## src/rtl/srml_pkg.sv

```systemverilog
// ----------------------------------------------------------------------------
// srml_pkg
// Shared types and constants of the send rate meter and limiter.
// ----------------------------------------------------------------------------
package srml_pkg;

	localparam int WINDOW_SLOTS_DEF    = 16;
	localparam int SAMPLE_INTERVAL_DEF = 2000;

	localparam int LIMIT_W   = 21;
	localparam int SPEED_W   = 31;
	localparam int TIME_W    = 32;
	localparam int LEN_W     = 16;
	localparam int HELD_W    = 4;
	localparam int OP_W      = 2;
	localparam int PDATA_W   = 32;
	localparam int PADDR_W   = 3;
	localparam int KIB_SHIFT = 10;
	localparam int MUL_W     = 10;

	// divider: dividend covers bytes*1000 and the ring sum, divisor covers elapsed time and the sample count
	localparam int DVD_W = TIME_W + MUL_W;
	localparam int DVS_W = TIME_W;

	localparam logic [MUL_W-1:0]   MS_PER_S  = 10'd1000;
	localparam logic [SPEED_W-1:0] SPEED_MAX = '1;

	localparam logic [OP_W-1:0] OP_TICK = 2'd0;
	localparam logic [OP_W-1:0] OP_SEND = 2'd1;

	localparam logic [PADDR_W-3:0] REG_LIMIT = '0;

	typedef struct packed {
		logic [OP_W-1:0]   opcode;
		logic [TIME_W-1:0] now_ms;
		logic [LEN_W-1:0]  sent_bytes;
	} item_t;

	typedef struct packed {
		logic               send_allowed;
		logic [SPEED_W-1:0] average_speed;
		logic [HELD_W-1:0]  samples_held;
		logic               sample_taken;
	} result_t;

	typedef struct packed {
		logic load;
		logic apply;
		logic mul_ld;
		logic div_go;
		logic div_mean;
		logic push;
		logic mean_ld;
		logic chk_ld;
		logic out_ld;
	} cmd_t;

	typedef struct packed {
		logic sample_due;
		logic div_done;
	} stat_t;

endpackage

```

## src/rtl/srml_div.sv

```systemverilog
// ----------------------------------------------------------------------------
// srml_div
// Restoring divider, one quotient bit per cycle.
// ----------------------------------------------------------------------------
module srml_div
	import srml_pkg::*;
(
	input  logic             clk,
	input  logic             arst_n,
	input  logic             go,
	input  logic [DVD_W-1:0] dividend,
	input  logic [DVS_W-1:0] divisor,
	output logic             done,
	output logic [DVD_W-1:0] quotient
);

	localparam int CNT_W = $clog2(DVD_W + 1);

	logic [DVS_W-1:0] rem_q;
	logic [DVD_W-1:0] dvd_q;
	logic [DVS_W-1:0] dvs_q;
	logic [CNT_W-1:0] cnt_q;
	logic             busy_q;
	logic             done_q;

	logic [DVS_W:0]   trial;
	logic [DVS_W:0]   diff;
	logic             qbit;

	assign trial = {rem_q, dvd_q[DVD_W-1]};
	assign diff  = trial - {1'b0, dvs_q};
	assign qbit  = (trial >= {1'b0, dvs_q});

	always_ff @(posedge clk or negedge arst_n) begin
		if (!arst_n) begin
			busy_q <= 1'b0;
			done_q <= 1'b0;
			cnt_q  <= '0;
		end else begin
			done_q <= 1'b0;
			if (go) begin
				busy_q <= 1'b1;
				cnt_q  <= '0;
			end else if (busy_q) begin
				cnt_q <= cnt_q + 1'b1;
				if (cnt_q == CNT_W'(DVD_W - 1)) begin
					busy_q <= 1'b0;
					done_q <= 1'b1;
				end
			end
		end
	end

	// quotient bits shift in behind the dividend bits
	always_ff @(posedge clk) begin
		if (go) begin
			rem_q <= '0;
			dvd_q <= dividend;
			dvs_q <= divisor;
		end else if (busy_q) begin
			rem_q <= qbit ? diff[DVS_W-1:0] : trial[DVS_W-1:0];
			dvd_q <= {dvd_q[DVD_W-2:0], qbit};
		end
	end

	assign done     = done_q;
	assign quotient = dvd_q;

endmodule

```

## src/rtl/srml_datapath.sv

```systemverilog
// ----------------------------------------------------------------------------
// srml_datapath
// Byte counter, base time, sample ring, mean, limit check and result register.
// ----------------------------------------------------------------------------
module srml_datapath
	import srml_pkg::*;
#(
	parameter int WINDOW_SLOTS       = WINDOW_SLOTS_DEF,
	parameter int SAMPLE_INTERVAL_MS = SAMPLE_INTERVAL_DEF
) (
	input  logic               clk,
	input  logic               arst_n,
	input  logic               psel,
	input  logic               penable,
	input  logic               pwrite,
	input  logic [PADDR_W-1:0] paddr,
	input  logic [PDATA_W-1:0] pwdata,
	output logic [PDATA_W-1:0] prdata,
	input  item_t              item,
	output result_t            result,
	input  cmd_t               cmd,
	output stat_t              st
);

	localparam int IDX_W  = $clog2(WINDOW_SLOTS);
	localparam int CNTX_W = IDX_W + 1;
	localparam int SUM_W  = SPEED_W + IDX_W;
	localparam int SUMX_W = SUM_W + 1;
	localparam int LC_W   = LIMIT_W + IDX_W;

	item_t              item_q;
	logic [LIMIT_W-1:0] limit_q;
	logic [TIME_W-1:0]  base_q;
	logic [TIME_W-1:0]  bytes_q;
	logic [IDX_W-1:0]   head_q;
	logic [IDX_W-1:0]   tail_q;
	logic [SUM_W-1:0]   sum_q;
	logic [SPEED_W-1:0] mean_q;
	logic [DVD_W-1:0]   prod_q;
	logic [LC_W-1:0]    limcnt_q;
	logic [SPEED_W-1:0] rd_q;
	logic               taken_q;
	result_t            res_q;

	logic [SPEED_W-1:0] ring_mem [WINDOW_SLOTS];

	logic               cfg_wr;
	logic [TIME_W-1:0]  elapsed;
	logic [TIME_W:0]    bytes_add;
	logic [TIME_W-1:0]  bytes_sat;
	logic [CNTX_W-1:0]  cnt_diff;
	logic [CNTX_W-1:0]  cnt_x;
	logic [IDX_W-1:0]   cnt;
	logic [IDX_W+3:0]   cnt_ext;
	logic [IDX_W-1:0]   tail_nxt;
	logic [IDX_W-1:0]   head_nxt;
	logic               full;
	logic [DVD_W-1:0]   div_quo;
	logic               div_done;
	logic [SPEED_W-1:0] sample;
	logic [SUMX_W-1:0]  sum_add;
	logic [SUMX_W-1:0]  sum_sub;
	logic [SUM_W-1:0]   sum_nxt;
	logic               allowed;

	assign cfg_wr = psel && penable && pwrite && (paddr[PADDR_W-1:2] == REG_LIMIT);
	assign prdata = (paddr[PADDR_W-1:2] == REG_LIMIT) ? PDATA_W'(limit_q) : '0;

	assign elapsed   = item_q.now_ms - base_q;
	assign bytes_add = {1'b0, bytes_q} + (TIME_W + 1)'(item_q.sent_bytes);
	assign bytes_sat = bytes_add[TIME_W] ? '1 : bytes_add[TIME_W-1:0];

	// samples held, modulo the ring length
	assign cnt_diff = CNTX_W'(tail_q) - CNTX_W'(head_q);
	assign cnt_x    = (tail_q >= head_q) ? cnt_diff : cnt_diff + CNTX_W'(WINDOW_SLOTS);
	assign cnt      = cnt_x[IDX_W-1:0];
	assign cnt_ext  = {4'b0000, cnt};

	assign tail_nxt = (tail_q == IDX_W'(WINDOW_SLOTS - 1)) ? '0 : tail_q + IDX_W'(1);
	assign head_nxt = (head_q == IDX_W'(WINDOW_SLOTS - 1)) ? '0 : head_q + IDX_W'(1);
	assign full     = (tail_nxt == head_q);

	assign sample = (|div_quo[DVD_W-1:SPEED_W]) ? SPEED_MAX : div_quo[SPEED_W-1:0];

	// when the ring overflows, drop the oldest sample from the sum
	assign sum_add = {1'b0, sum_q} + SUMX_W'(sample);
	assign sum_sub = sum_add - SUMX_W'(rd_q);
	assign sum_nxt = full ? sum_sub[SUM_W-1:0] : sum_add[SUM_W-1:0];

	assign allowed = !((limit_q != '0) && (sum_q > {limcnt_q, {KIB_SHIFT{1'b0}}}));

	assign st.sample_due = (item_q.opcode == OP_TICK) && (limit_q != '0) &&
	                       (base_q != '0) && (elapsed > TIME_W'(SAMPLE_INTERVAL_MS));
	assign st.div_done   = div_done;

	srml_div u_div (
		.clk      (clk),
		.arst_n   (arst_n),
		.go       (cmd.div_go),
		.dividend (cmd.div_mean ? DVD_W'(sum_q) : prod_q),
		.divisor  (cmd.div_mean ? DVS_W'(cnt) : elapsed),
		.done     (div_done),
		.quotient (div_quo)
	);

	always_ff @(posedge clk or negedge arst_n) begin
		if (!arst_n) begin
			limit_q <= '0;
			base_q  <= '0;
			bytes_q <= '0;
			head_q  <= '0;
			tail_q  <= '0;
			sum_q   <= '0;
			mean_q  <= '0;
		end else if (cfg_wr) begin
			limit_q <= pwdata[LIMIT_W-1:0];
			base_q  <= '0;
			bytes_q <= '0;
			if (pwdata[LIMIT_W-1:0] == '0) begin
				head_q <= '0;
				tail_q <= '0;
				sum_q  <= '0;
				mean_q <= '0;
			end
		end else begin
			if (cmd.apply) begin
				if (item_q.opcode == OP_TICK && limit_q != '0 && base_q == '0) begin
					base_q <= item_q.now_ms;
				end
				if (item_q.opcode == OP_SEND) begin
					bytes_q <= bytes_sat;
				end
			end
			if (cmd.push) begin
				bytes_q <= '0;
				base_q  <= item_q.now_ms;
				tail_q  <= tail_nxt;
				sum_q   <= sum_nxt;
				if (full) begin
					head_q <= head_nxt;
				end
			end
			if (cmd.mean_ld) begin
				mean_q <= div_quo[SPEED_W-1:0];
			end
		end
	end

	// oldest sample is read ahead so it is ready when a push overflows the ring
	always_ff @(posedge clk) begin
		if (cmd.push) begin
			ring_mem[tail_q] <= sample;
		end
		rd_q <= ring_mem[head_q];
	end

	always_ff @(posedge clk) begin
		if (cmd.load) begin
			item_q  <= item;
			taken_q <= 1'b0;
		end
		if (cmd.push) begin
			taken_q <= 1'b1;
		end
		if (cmd.mul_ld) begin
			prod_q <= DVD_W'(bytes_q) * DVD_W'(MS_PER_S);
		end
		if (cmd.chk_ld) begin
			limcnt_q <= LC_W'(limit_q) * LC_W'(cnt);
		end
		if (cmd.out_ld) begin
			res_q.send_allowed  <= allowed;
			res_q.average_speed <= mean_q;
			res_q.samples_held  <= cnt_ext[HELD_W-1:0];
			res_q.sample_taken  <= taken_q;
		end
	end

	assign result = res_q;

endmodule

```

## src/rtl/srml_ctrl.sv

```systemverilog
// ----------------------------------------------------------------------------
// srml_ctrl
// Sequencer: decodes a word, runs the divider twice for a sample, hands off result.
// ----------------------------------------------------------------------------
module srml_ctrl
	import srml_pkg::*;
(
	input  logic  clk,
	input  logic  arst_n,
	input  logic  item_valid,
	output logic  item_ready,
	output logic  result_valid,
	input  logic  result_ready,
	input  stat_t st,
	output cmd_t  cmd
);

	localparam logic [3:0] S_IDLE    = 4'd0;
	localparam logic [3:0] S_DECODE  = 4'd1;
	localparam logic [3:0] S_DIVS_GO = 4'd2;
	localparam logic [3:0] S_DIVS    = 4'd3;
	localparam logic [3:0] S_PUSH    = 4'd4;
	localparam logic [3:0] S_DIVM_GO = 4'd5;
	localparam logic [3:0] S_DIVM    = 4'd6;
	localparam logic [3:0] S_CHECK   = 4'd7;
	localparam logic [3:0] S_FIN     = 4'd8;

	logic [3:0] state_q;
	logic [3:0] state_d;
	logic       out_valid_q;

	always_comb begin
		cmd     = '0;
		state_d = state_q;
		unique case (state_q)
			S_IDLE: begin
				if (item_valid) begin
					cmd.load = 1'b1;
					state_d  = S_DECODE;
				end
			end
			S_DECODE: begin
				if (st.sample_due) begin
					cmd.mul_ld = 1'b1;
					state_d    = S_DIVS_GO;
				end else begin
					cmd.apply = 1'b1;
					state_d   = S_CHECK;
				end
			end
			S_DIVS_GO: begin
				cmd.div_go = 1'b1;
				state_d    = S_DIVS;
			end
			S_DIVS: begin
				if (st.div_done) begin
					state_d = S_PUSH;
				end
			end
			S_PUSH: begin
				cmd.push = 1'b1;
				state_d  = S_DIVM_GO;
			end
			S_DIVM_GO: begin
				cmd.div_go   = 1'b1;
				cmd.div_mean = 1'b1;
				state_d      = S_DIVM;
			end
			S_DIVM: begin
				if (st.div_done) begin
					cmd.mean_ld = 1'b1;
					state_d     = S_CHECK;
				end
			end
			S_CHECK: begin
				cmd.chk_ld = 1'b1;
				state_d    = S_FIN;
			end
			S_FIN: begin
				// hold until the result register is free
				if (!out_valid_q || result_ready) begin
					cmd.out_ld = 1'b1;
					state_d    = S_IDLE;
				end
			end
			default: begin
				state_d = S_IDLE;
			end
		endcase
	end

	always_ff @(posedge clk or negedge arst_n) begin
		if (!arst_n) begin
			state_q     <= S_IDLE;
			out_valid_q <= 1'b0;
		end else begin
			state_q <= state_d;
			if (cmd.out_ld) begin
				out_valid_q <= 1'b1;
			end else if (result_ready) begin
				out_valid_q <= 1'b0;
			end
		end
	end

	assign item_ready   = (state_q == S_IDLE);
	assign result_valid = out_valid_q;

endmodule

```

## src/rtl/send_rate_meter_limiter.sv

```systemverilog
// ----------------------------------------------------------------------------
// send_rate_meter_limiter
// Transmit bandwidth meter with a ring of speed samples and a send gate.
// ----------------------------------------------------------------------------
//  port group       direction  content
//  item_*           in         opcode, now_ms, sent_bytes
//  result_*         out        send_allowed, average_speed, samples_held, sample_taken
//  p* (APB)         in/out     limit_kib at byte address 0
//
//  A send, request, idle tick or starting tick passes through decode, check
//  and finish before its result is loaded. A tick that closes an interval
//  instead runs the shared one-bit-per-cycle divider to form the sample,
//  pushes it into the ring, runs the divider again for the ring mean, then
//  checks and finishes. A new word is taken only back in idle.
//  A new word is accepted while the previous result still waits in the
//  result register; the sequencer holds only when a second result is ready.
//  Reset clears all control state; no clearing pass is needed.
// ----------------------------------------------------------------------------
module send_rate_meter_limiter
	import srml_pkg::*;
#(
	parameter int WINDOW_SLOTS       = WINDOW_SLOTS_DEF,
	parameter int SAMPLE_INTERVAL_MS = SAMPLE_INTERVAL_DEF
) (
	input  logic               clk,
	input  logic               arst_n,
	input  logic               psel,
	input  logic               penable,
	input  logic               pwrite,
	input  logic [PADDR_W-1:0] paddr,
	input  logic [PDATA_W-1:0] pwdata,
	output logic [PDATA_W-1:0] prdata,
	output logic               pready,
	input  logic               item_valid,
	output logic               item_ready,
	input  item_t              item,
	output logic               result_valid,
	input  logic               result_ready,
	output result_t            result
);

	cmd_t  cmd;
	stat_t st;

	assign pready = 1'b1;

	srml_ctrl u_ctrl (
		.clk          (clk),
		.arst_n       (arst_n),
		.item_valid   (item_valid),
		.item_ready   (item_ready),
		.result_valid (result_valid),
		.result_ready (result_ready),
		.st           (st),
		.cmd          (cmd)
	);

	srml_datapath #(
		.WINDOW_SLOTS       (WINDOW_SLOTS),
		.SAMPLE_INTERVAL_MS (SAMPLE_INTERVAL_MS)
	) u_dp (
		.clk     (clk),
		.arst_n  (arst_n),
		.psel    (psel),
		.penable (penable),
		.pwrite  (pwrite),
		.paddr   (paddr),
		.pwdata  (pwdata),
		.prdata  (prdata),
		.item    (item),
		.result  (result),
		.cmd     (cmd),
		.st      (st)
	);

	// a push follows directly on the sample division finishing
	a_push_after_div: assert property (@(posedge clk) disable iff (!arst_n)
		cmd.push |-> $past(st.div_done))
		else $error("ring push without a finished division");

	// no new word while a division is in flight
	a_busy_blocks_accept: assert property (@(posedge clk) disable iff (!arst_n)
		cmd.div_go |=> !item_ready)
		else $error("word accepted during division");

	a_load_vs_out: assert property (@(posedge clk) disable iff (!arst_n)
		!(cmd.load && cmd.out_ld))
		else $error("word load and result load in the same cycle");

	// a result register load while full must coincide with the old word leaving
	a_no_overwrite: assert property (@(posedge clk) disable iff (!arst_n)
		(cmd.out_ld && result_valid) |-> result_ready)
		else $error("result overwritten before delivery");

endmodule
```

## config.mk

```make
export PLATFORM = sky130hd
export DESIGN_NAME = send_rate_meter_limiter
export DESIGN_NICKNAME = d
export VERILOG_FILES = /design/src/rtl/srml_pkg.sv /design/src/rtl/srml_div.sv /design/src/rtl/srml_datapath.sv /design/src/rtl/srml_ctrl.sv /design/src/rtl/send_rate_meter_limiter.sv
export SDC_FILE = /design/constraint.sdc
export NUM_CORES = 2
export LEC_CHECK = 0
export BUFFER_PORTS_ARGS = -buffer_cell sky130_fd_sc_hd__buf_4
export CORE_UTILIZATION = 68
export DETAILED_ROUTE_END_ITERATION = 8
export PLACE_DENSITY_LB_ADDON = 0.1
export SLEW_MARGIN = 10
export SYNTH_ARGS = -nofsm -noshare
export SYNTH_HDL_FRONTEND = slang
export SYNTH_SLANG_ARGS = --single-unit
```

## constraint.sdc

```tcl
create_clock -name clk -period 17.4 [get_ports clk]
set_clock_uncertainty 0.05 [all_clocks]
set_input_delay 0 -clock clk [delete_from_list [all_inputs] [get_ports clk]]
set_output_delay 0 -clock clk [all_outputs]
set_load 0.02 [all_outputs]
```

# Word level (Yosys, flattened, before mapping)
# Memories as Yosys holds them, arrays and structs flattened. A register that Yosys moved wholly into a read port is not among the register bits.
# Index checks and enable logic that the tools add are counted.
# word_totals
ff_bits,430
input_bits,92
out_inout_bits,72
mem_bits_rw,496
n_memories,1
# mem_list
name,words,word_bits,read_ports,rd_ports_with_merged_regs,write_ports,line_no,text
u_dp.ring_mem,16,31,1,1,1,srml_datapath.sv:45,logic [SPEED_W-1:0] ring_mem [WINDOW_SLOTS];
# classes
mux,63
n_addsub,10
multipliers,2
n_eq_ne,18
bitwise,1
order_cmp,4
n_reduce_logical,33
# op_table
op,count
2-to-1 mux 32 bit,10
2-to-1 mux 35 bit,4
2-to-1 mux 42 bit,3
2-to-1 mux 31 bit,4
subtractor 32 bit,2
2-to-1 mux 4 bit,14
multiplier 32 x 7 -> 39 bit (second input constant),1
case mux 4 bit (9 select lines),1
adder 35 x 31 -> 35 bit,1
> comparator 35 bit,1
subtractor 35 x 31 -> 35 bit,1
adder 32 x 16 -> 33 bit,1
>= comparator 33 x 32 -> 1 bit,1
> comparator 32 x 11 -> 1 bit (second input constant),1
logical NOT 32 bit,1
nonzero test 32 bit,1
multiplier 21 x 4 -> 25 bit,1
2-to-1 mux 1 bit,22
logical NOT 21 bit,1
2-to-1 mux 21 bit,1
nonzero test 21 bit,1
== test 4 x 3 -> 1 bit (second input constant),4
adder 4 x 1 -> 4 bit (second input constant),3
== test 4 bit (second input constant),3
other kinds (26),48

# Logic depth before layout (Yosys ltp)
# depth
depth_word,9
mapped_depth,27
ltp_nobuf,26

# By module
# Synthesis repeated with hierarchy kept, for this count alone.
# unflattened
cells_unflattened,4290
area_unflattened_um2,52495.3
# by_module_without_submodules
module,area_each_um2,seq_area_each_um2,instances,cells_per_inst
srml_datapath,45703.8,24048.1,1,3651
srml_div,6407.4,3062.9,1,591
srml_ctrl,372.9,125.1,1,46
send_rate_meter_limiter,11.3,0.0,1,2

# Least setup slack after synthesis
# No wires, ideal clock.
# synth_timing
path_type,register to register
startpoint,register u_dp.head_q[1]
endpoint,"register u_dp.limcnt_q[24], data pin"
setup_time_ns,0.195
period_less_slack_ns,6.033
path_stages_with_launch,25
setup_slack_ns,11.367
n_path_buf,3
arrival_time_ns,5.788
path_cell_list,dfrtp_1 > buf_1 > clkbuf_1 > inv_1 > ha_1 > a21o_1 > a21oi_1 > xnor2_1 > clkbuf_1 > nand2_1 > fa_1 > fa_1 > inv_1 > fa_1 > a21o_1 > a21oi_1 > o21ai_0 > o211ai_1 > o311ai_0 > a31oi_1 > a211o_1 > nor2b_1 > o21a_1 > o21a_1 > o311ai_0
# synth_via
elab_chain_len,4
# synth_lines
item,line_no,text
from (decl),srml_datapath.sv:35,logic [IDX_W-1:0] head_q;
from (signal assigned),srml_datapath.sv:140,head_q <= head_nxt;
subtractor 4 bit,srml_datapath.sv:74,assign cnt_diff = CNTX_W'(tail_q) - CNTX_W'(head_q);
adder 4 x 1 -> 4 bit,srml_datapath.sv:75,assign cnt_x = (tail_q >= head_q) ? cnt_diff : cnt_diff + CNTX_W'(WINDOW_SLOTS);
2-to-1 mux 4 bit *,srml_datapath.sv:75,
multiplier 21 x 4 -> 25 bit *,srml_datapath.sv:169,limcnt_q <= LC_W'(limit_q) * LC_W'(cnt);
to (signal assigned),srml_datapath.sv:169,
to (decl),srml_datapath.sv:40,logic [LC_W-1:0] limcnt_q;
# Mark *: on every way between the ends. The rest lies on a longest branch, timed or not.
# A chain may end at the register's enable or synchronous reset.

# Worst setup path after layout
# layout_timing
startpoint,register u_dp.u_div.dvd_q[37] (netlist: u_dp.u_div.quotient[37])
endpoint,register u_dp.sum_q[33]
# layout_via
elab_chain_len,7
# layout_lines
item,line_no,text
from (decl),srml_div.sv:20,logic [DVD_W-1:0] dvd_q;
from (signal assigned),srml_div.sv:58,dvd_q <= dividend;
from (signal assigned),srml_div.sv:62,"dvd_q <= {dvd_q[DVD_W-2:0], qbit};"
OR reduction 11 bit *,srml_datapath.sv:83,assign sample = (|div_quo[DVD_W-1:SPEED_W]) ? SPEED_MAX : div_quo[SPEED_W-1:0];
2-to-1 mux 31 bit *,srml_datapath.sv:83,
named net u_dp.sample[0],srml_datapath.sv:60,logic [SPEED_W-1:0] sample;
adder 35 x 31 -> 35 bit *,srml_datapath.sv:86,"assign sum_add = {1'b0, sum_q} + SUMX_W'(sample);"
subtractor 35 x 31 -> 35 bit,srml_datapath.sv:87,assign sum_sub = sum_add - SUMX_W'(rd_q);
2-to-1 mux 35 bit *,srml_datapath.sv:88,assign sum_nxt = full ? sum_sub[SUM_W-1:0] : sum_add[SUM_W-1:0];
2-to-1 mux 35 bit *,srml_datapath.sv:134,if (cmd.push) begin
2-to-1 mux 35 bit *,srml_datapath.sv:115,end else if (cfg_wr) begin
to (signal assigned),srml_datapath.sv:138,sum_q <= sum_nxt;
to (decl),srml_datapath.sv:37,logic [SUM_W-1:0] sum_q;
# Mark *: on every way through the listed nets, which the timed path passes. The rest lies on a longest branch. The select of a mux whose other input is x is not followed.

==> results.sh <==
export IMPL_status="complete, no violations"
export IMPL_startpoint="u_dp.u_div.quotient[37]"
export IMPL_row_count=100
export IMPL_grt_use_total_pct=34.2
export IMPL_instances_no_fill=5407
export IMPL_async_reset_ff_share_pct=18.0
export IMPL_fin_nets=4899
export IMPL_drive_gt1_share_pct=13.2
export IMPL_p_per_area_mw_per_mm2=169
export IMPL_dpl_cell_area_mm2=0.0534
export IMPL_antenna_found_initial=2
export IMPL_cts_max_level=3
export IMPL_reg2reg_setup_slack_ns=10.59
export IMPL_cpPeakStageDelay_ns=0.46
export IMPL_synth_cell_types=83
export IMPL_grt_max_degree=66
export IMPL_die_w_um=277
export IMPL_clockBufferDepth=3
export IMPL_crit_end="u_dp.sum_q[33]"
export IMPL_reg2reg_to="u_dp.sum_q[33]"
export IMPL_finalHoldViolCount=0
export IMPL_busiest_layer="met2"
export IMPL_via_per_inst=6.40
export IMPL_clock_latency_ns=0.68
export IMPL_dieArea_mm2=0.0766
export IMPL_initial_core_util_pct=68.8
export IMPL_crit_path_start_kind="flop"
export IMPL_fmax_mhz=147
export IMPL_synth_edf_count=721
export IMPL_cp_max_fo=31
export IMPL_regArea_mm2=0.0272
export IMPL_r2r_start="u_dp.u_div.quotient[37]"
export IMPL_arrival_ns=7.28
export IMPL_hp_class="in2reg"
export IMPL_use_met1_pct=48.6
export IMPL_crit_required_ns=17.87
export IMPL_cts_buffers=94
export IMPL_firstDrtPassIters=6
export IMPL_relSlewSlack_pct=24.1
export IMPL_fp_dieH_um=277
export IMPL_place_hpwl_um=82300
export IMPL_stdcell_area_mm2=0.0578
export IMPL_core_mm2=0.0746
export IMPL_cts_sinks=957
export IMPL_overflow=0
export IMPL_first_iter_violations=3453
export IMPL_multi_input_comb_area_mm2=0.0226
export IMPL_n_fill_cell=4499
export IMPL_syn_area_mm2=0.0513
export IMPL_ys_warn_count=0
export IMPL_routabilityCongestion=0.947
export IMPL_port_buffers=138
export IMPL_cts_resized_gates=0
export IMPL_met3_usage_pct=5.44
export IMPL_final_util_pct=77.5
export IMPL_p_total_mw=9.75
export IMPL_wl_per_cell_um=23.8
export IMPL_rsz0062_at_grt="false"
export IMPL_ir_worst_vdd_mv=0.105
export IMPL_met2_usage_pct=54.2
export IMPL_cp_slowest_cell="or2_2"
export IMPL_slew_viol_final=0
export IMPL_ant_nets=0
export IMPL_p_leak_nw=21.9
export IMPL_areaGrowthSynthToFinish_pct=12.6
export IMPL_period_share_pct=39.1
export IMPL_cts_tree="built"
export IMPL_first_global_vias=34100
export IMPL_ys_seq_area_share_pct=53.1
export IMPL_postSynthCellCount=4104
export IMPL_ys_seq_elements=957
export IMPL_finalSetupViolations=0
export IMPL_cts_root_buf="clkbuf_16"
export IMPL_drv_cap=0
export IMPL_num_vias=34600
export IMPL_drc=0
export IMPL_routed_wl_um=129000
export IMPL_dp_cells=5106
export IMPL_rr_worst_depth=27
export IMPL_pin_count=164
export IMPL_endpoint_kind="flop"
export IMPL_worstSetupPathType="reg2reg"
export IMPL_synth_main_ff_cell="edfxtp_1"
export IMPL_grt_pass1_wl_um=200000
export IMPL_fin_setup_tns_ns=0
export IMPL_max_slew_worst_pin_slew_ns=1.14
export IMPL_syn_area_per_cell_um2=12.5
export IMPL_min_period_ns=6.81
export IMPL_path_clk_slew_ns=0.06
## power by group
part           internal [mW]  switching, mW  total, mW  leakage, nW
registers               2.90          0.341       3.24         7.76
clock network           1.14          0.925       2.07         1.50
logic                   1.83           2.61       4.44         12.6
## cell usage in the layout (no fill, tap or decap), types with 21 or more instances in the layout
cell type and count:
a31oi_1 65, nor3_1 47, dlygate4sd3_1 120, a211oi_1 31, inv_1 246, a21o_1 86
nor2b_1 70, a21oi_1 209, o21bai_1 23, buf_4 183, clkbuf_16 95, nor2_1 214
dfrtp_1 168, mux2i_1 33, nand3_1 43, fa_1 162, o21a_1 34, xor2_1 65
and2_1 21, or2_2 43, nand4_1 26, dfxtp_1 64, nand2b_1 35, mux4_2 155
xnor2_1 110, ha_1 291, nand2_1 482, edfxtp_1 721, nor4_1 27, o21ai_0 216
## routing by layer
metal	vias up	routed length, µm
met5	-	20
met4	2	4520
met3	300	10600
met2	1635	60800
met1	17100	53000
li1	15500	-
## worst max-delay path, delay by kind of cell (launching register included)
| family | cells | cell delay (ns) |
|---|---|---|
| flops | 1 | 0.41 |
| compound gates | 12 | 3.08 |
| simple gates | 8 | 1.65 |
| xor+xnor | 2 | 0.34 |
| buf+inv | 2 | 0.30 |
| fa+ha+maj | 3 | 0.81 |
## worst min-delay path by stage
stage	slack (ns)	end	startpoint	cells past startpoint
floorplan	-0.35	u_ctrl.result_valid	arst_n	0
global placement	-0.02	u_dp.base_q[7]	arst_n	1
detailed placement	-0.02	u_dp.base_q[6]	arst_n	1
CTS	0.0002	u_dp.item_q[24]	item[24]	2
global route	0.005	u_dp.item_q[41]	item[41]	2
finish	0.01	u_dp.item_q[41]	item[41]	2
## area by class of cell
cell class              instances  area share, %
repair buffers                305           4.53
clock buffers                 114           4.31
flip-flops and latches        957           47.1
well taps                     969           2.10
diodes                          2        0.00866
clock inverters                64           1.16
multi-input cells            2747           39.1
inverters                     249           1.62
## cells in the mapped netlist, types with 6 or more instances
| cell | number | area share [%] |
|---|---|---|
| a211o_1 | 6 | 0.10 |
| a211oi_1 | 31 | 0.45 |
| a21boi_0 | 6 | 0.088 |
| a21o_1 | 86 | 1.3 |
| a21oi_1 | 209 | 2.0 |
| a31o_2 | 8 | 0.14 |
| a31oi_1 | 66 | 0.80 |
| and2_1 | 34 | 0.41 |
| and3_1 | 21 | 0.26 |
| and4_1 | 8 | 0.14 |
| buf_1 | 23 | 0.17 |
| buf_4 | 12 | 0.18 |
| clkbuf_1 | 124 | 0.91 |
| dfrtp_1 | 172 | 8.4 |
| dfxtp_1 | 64 | 2.5 |
| edfxtp_1 | 721 | 42 |
| fa_1 | 162 | 6.3 |
| ha_1 | 291 | 7.1 |
| inv_1 | 247 | 1.8 |
| mux2i_1 | 33 | 0.64 |
| mux4_2 | 155 | 6.8 |
| nand2_1 | 483 | 3.5 |
| nand2b_1 | 35 | 0.43 |
| nand3_1 | 43 | 0.42 |
| nand3b_1 | 6 | 0.088 |
| nand4_1 | 26 | 0.32 |
| nor2_1 | 220 | 1.6 |
| nor2b_1 | 71 | 0.87 |
| nor3_1 | 47 | 0.46 |
| nor4_1 | 27 | 0.33 |
| o211ai_1 | 15 | 0.22 |
| o21a_1 | 34 | 0.50 |
| o21ai_0 | 216 | 2.1 |
| o21bai_1 | 23 | 0.34 |
| o22ai_1 | 18 | 0.22 |
| o31a_1 | 10 | 0.17 |
| o31ai_1 | 14 | 0.20 |
| or2_2 | 43 | 0.52 |
| or3_1 | 12 | 0.15 |
| xnor2_1 | 111 | 1.9 |
| xor2_1 | 66 | 1.1 |
## registers in the layout, summed over array words and instances (netlist names), 6 cells and up
signal               cells
u_dp.ring_mem          496
u_dp.u_div.dvs_q        32
u_dp.u_div.cnt_q         6
u_dp.item_q             50
u_dp.sum_q              35
u_dp.mean_q             31
u_dp.prod_q             39
u_dp.result             37
u_dp.base_q             32
u_dp.rd_q               31
u_dp.bytes_q            32
u_dp.limit_q            21
u_dp.limcnt_q           25
u_dp.u_div.quotient     42
u_dp.u_div.rem_q        32
## timing repair
item,CTS,global route
buffers inserted,0,0
hold endpoints to repair,180,0
hold buffers,121,0
## cell families after synthesis
| family | share of synthesized area (%) |
|---|---|
| mux | 7.53 |
| xor+xnor | 3.02 |
| flops | 53.1 |
| compound gates | 9.91 |
| fa+ha+maj | 13.4 |
| simple gates | 9.95 |
| buf+inv | 3.09 |
| other cells | 0.0146 |
## metrics by stage
stage | setup slack [ns] | hold WS, ns
after CTS | 10.61 | 0.000162
after global routing | 10.04 | 0.00453
final | 10.59 | 0.0148
after global placement | 10.64 | -0.0236
after floorplan | 11.37 | -0.346
after detailed placement | 10.72 | -0.0163
Note: power is estimated with default switching activity, not from simulation.
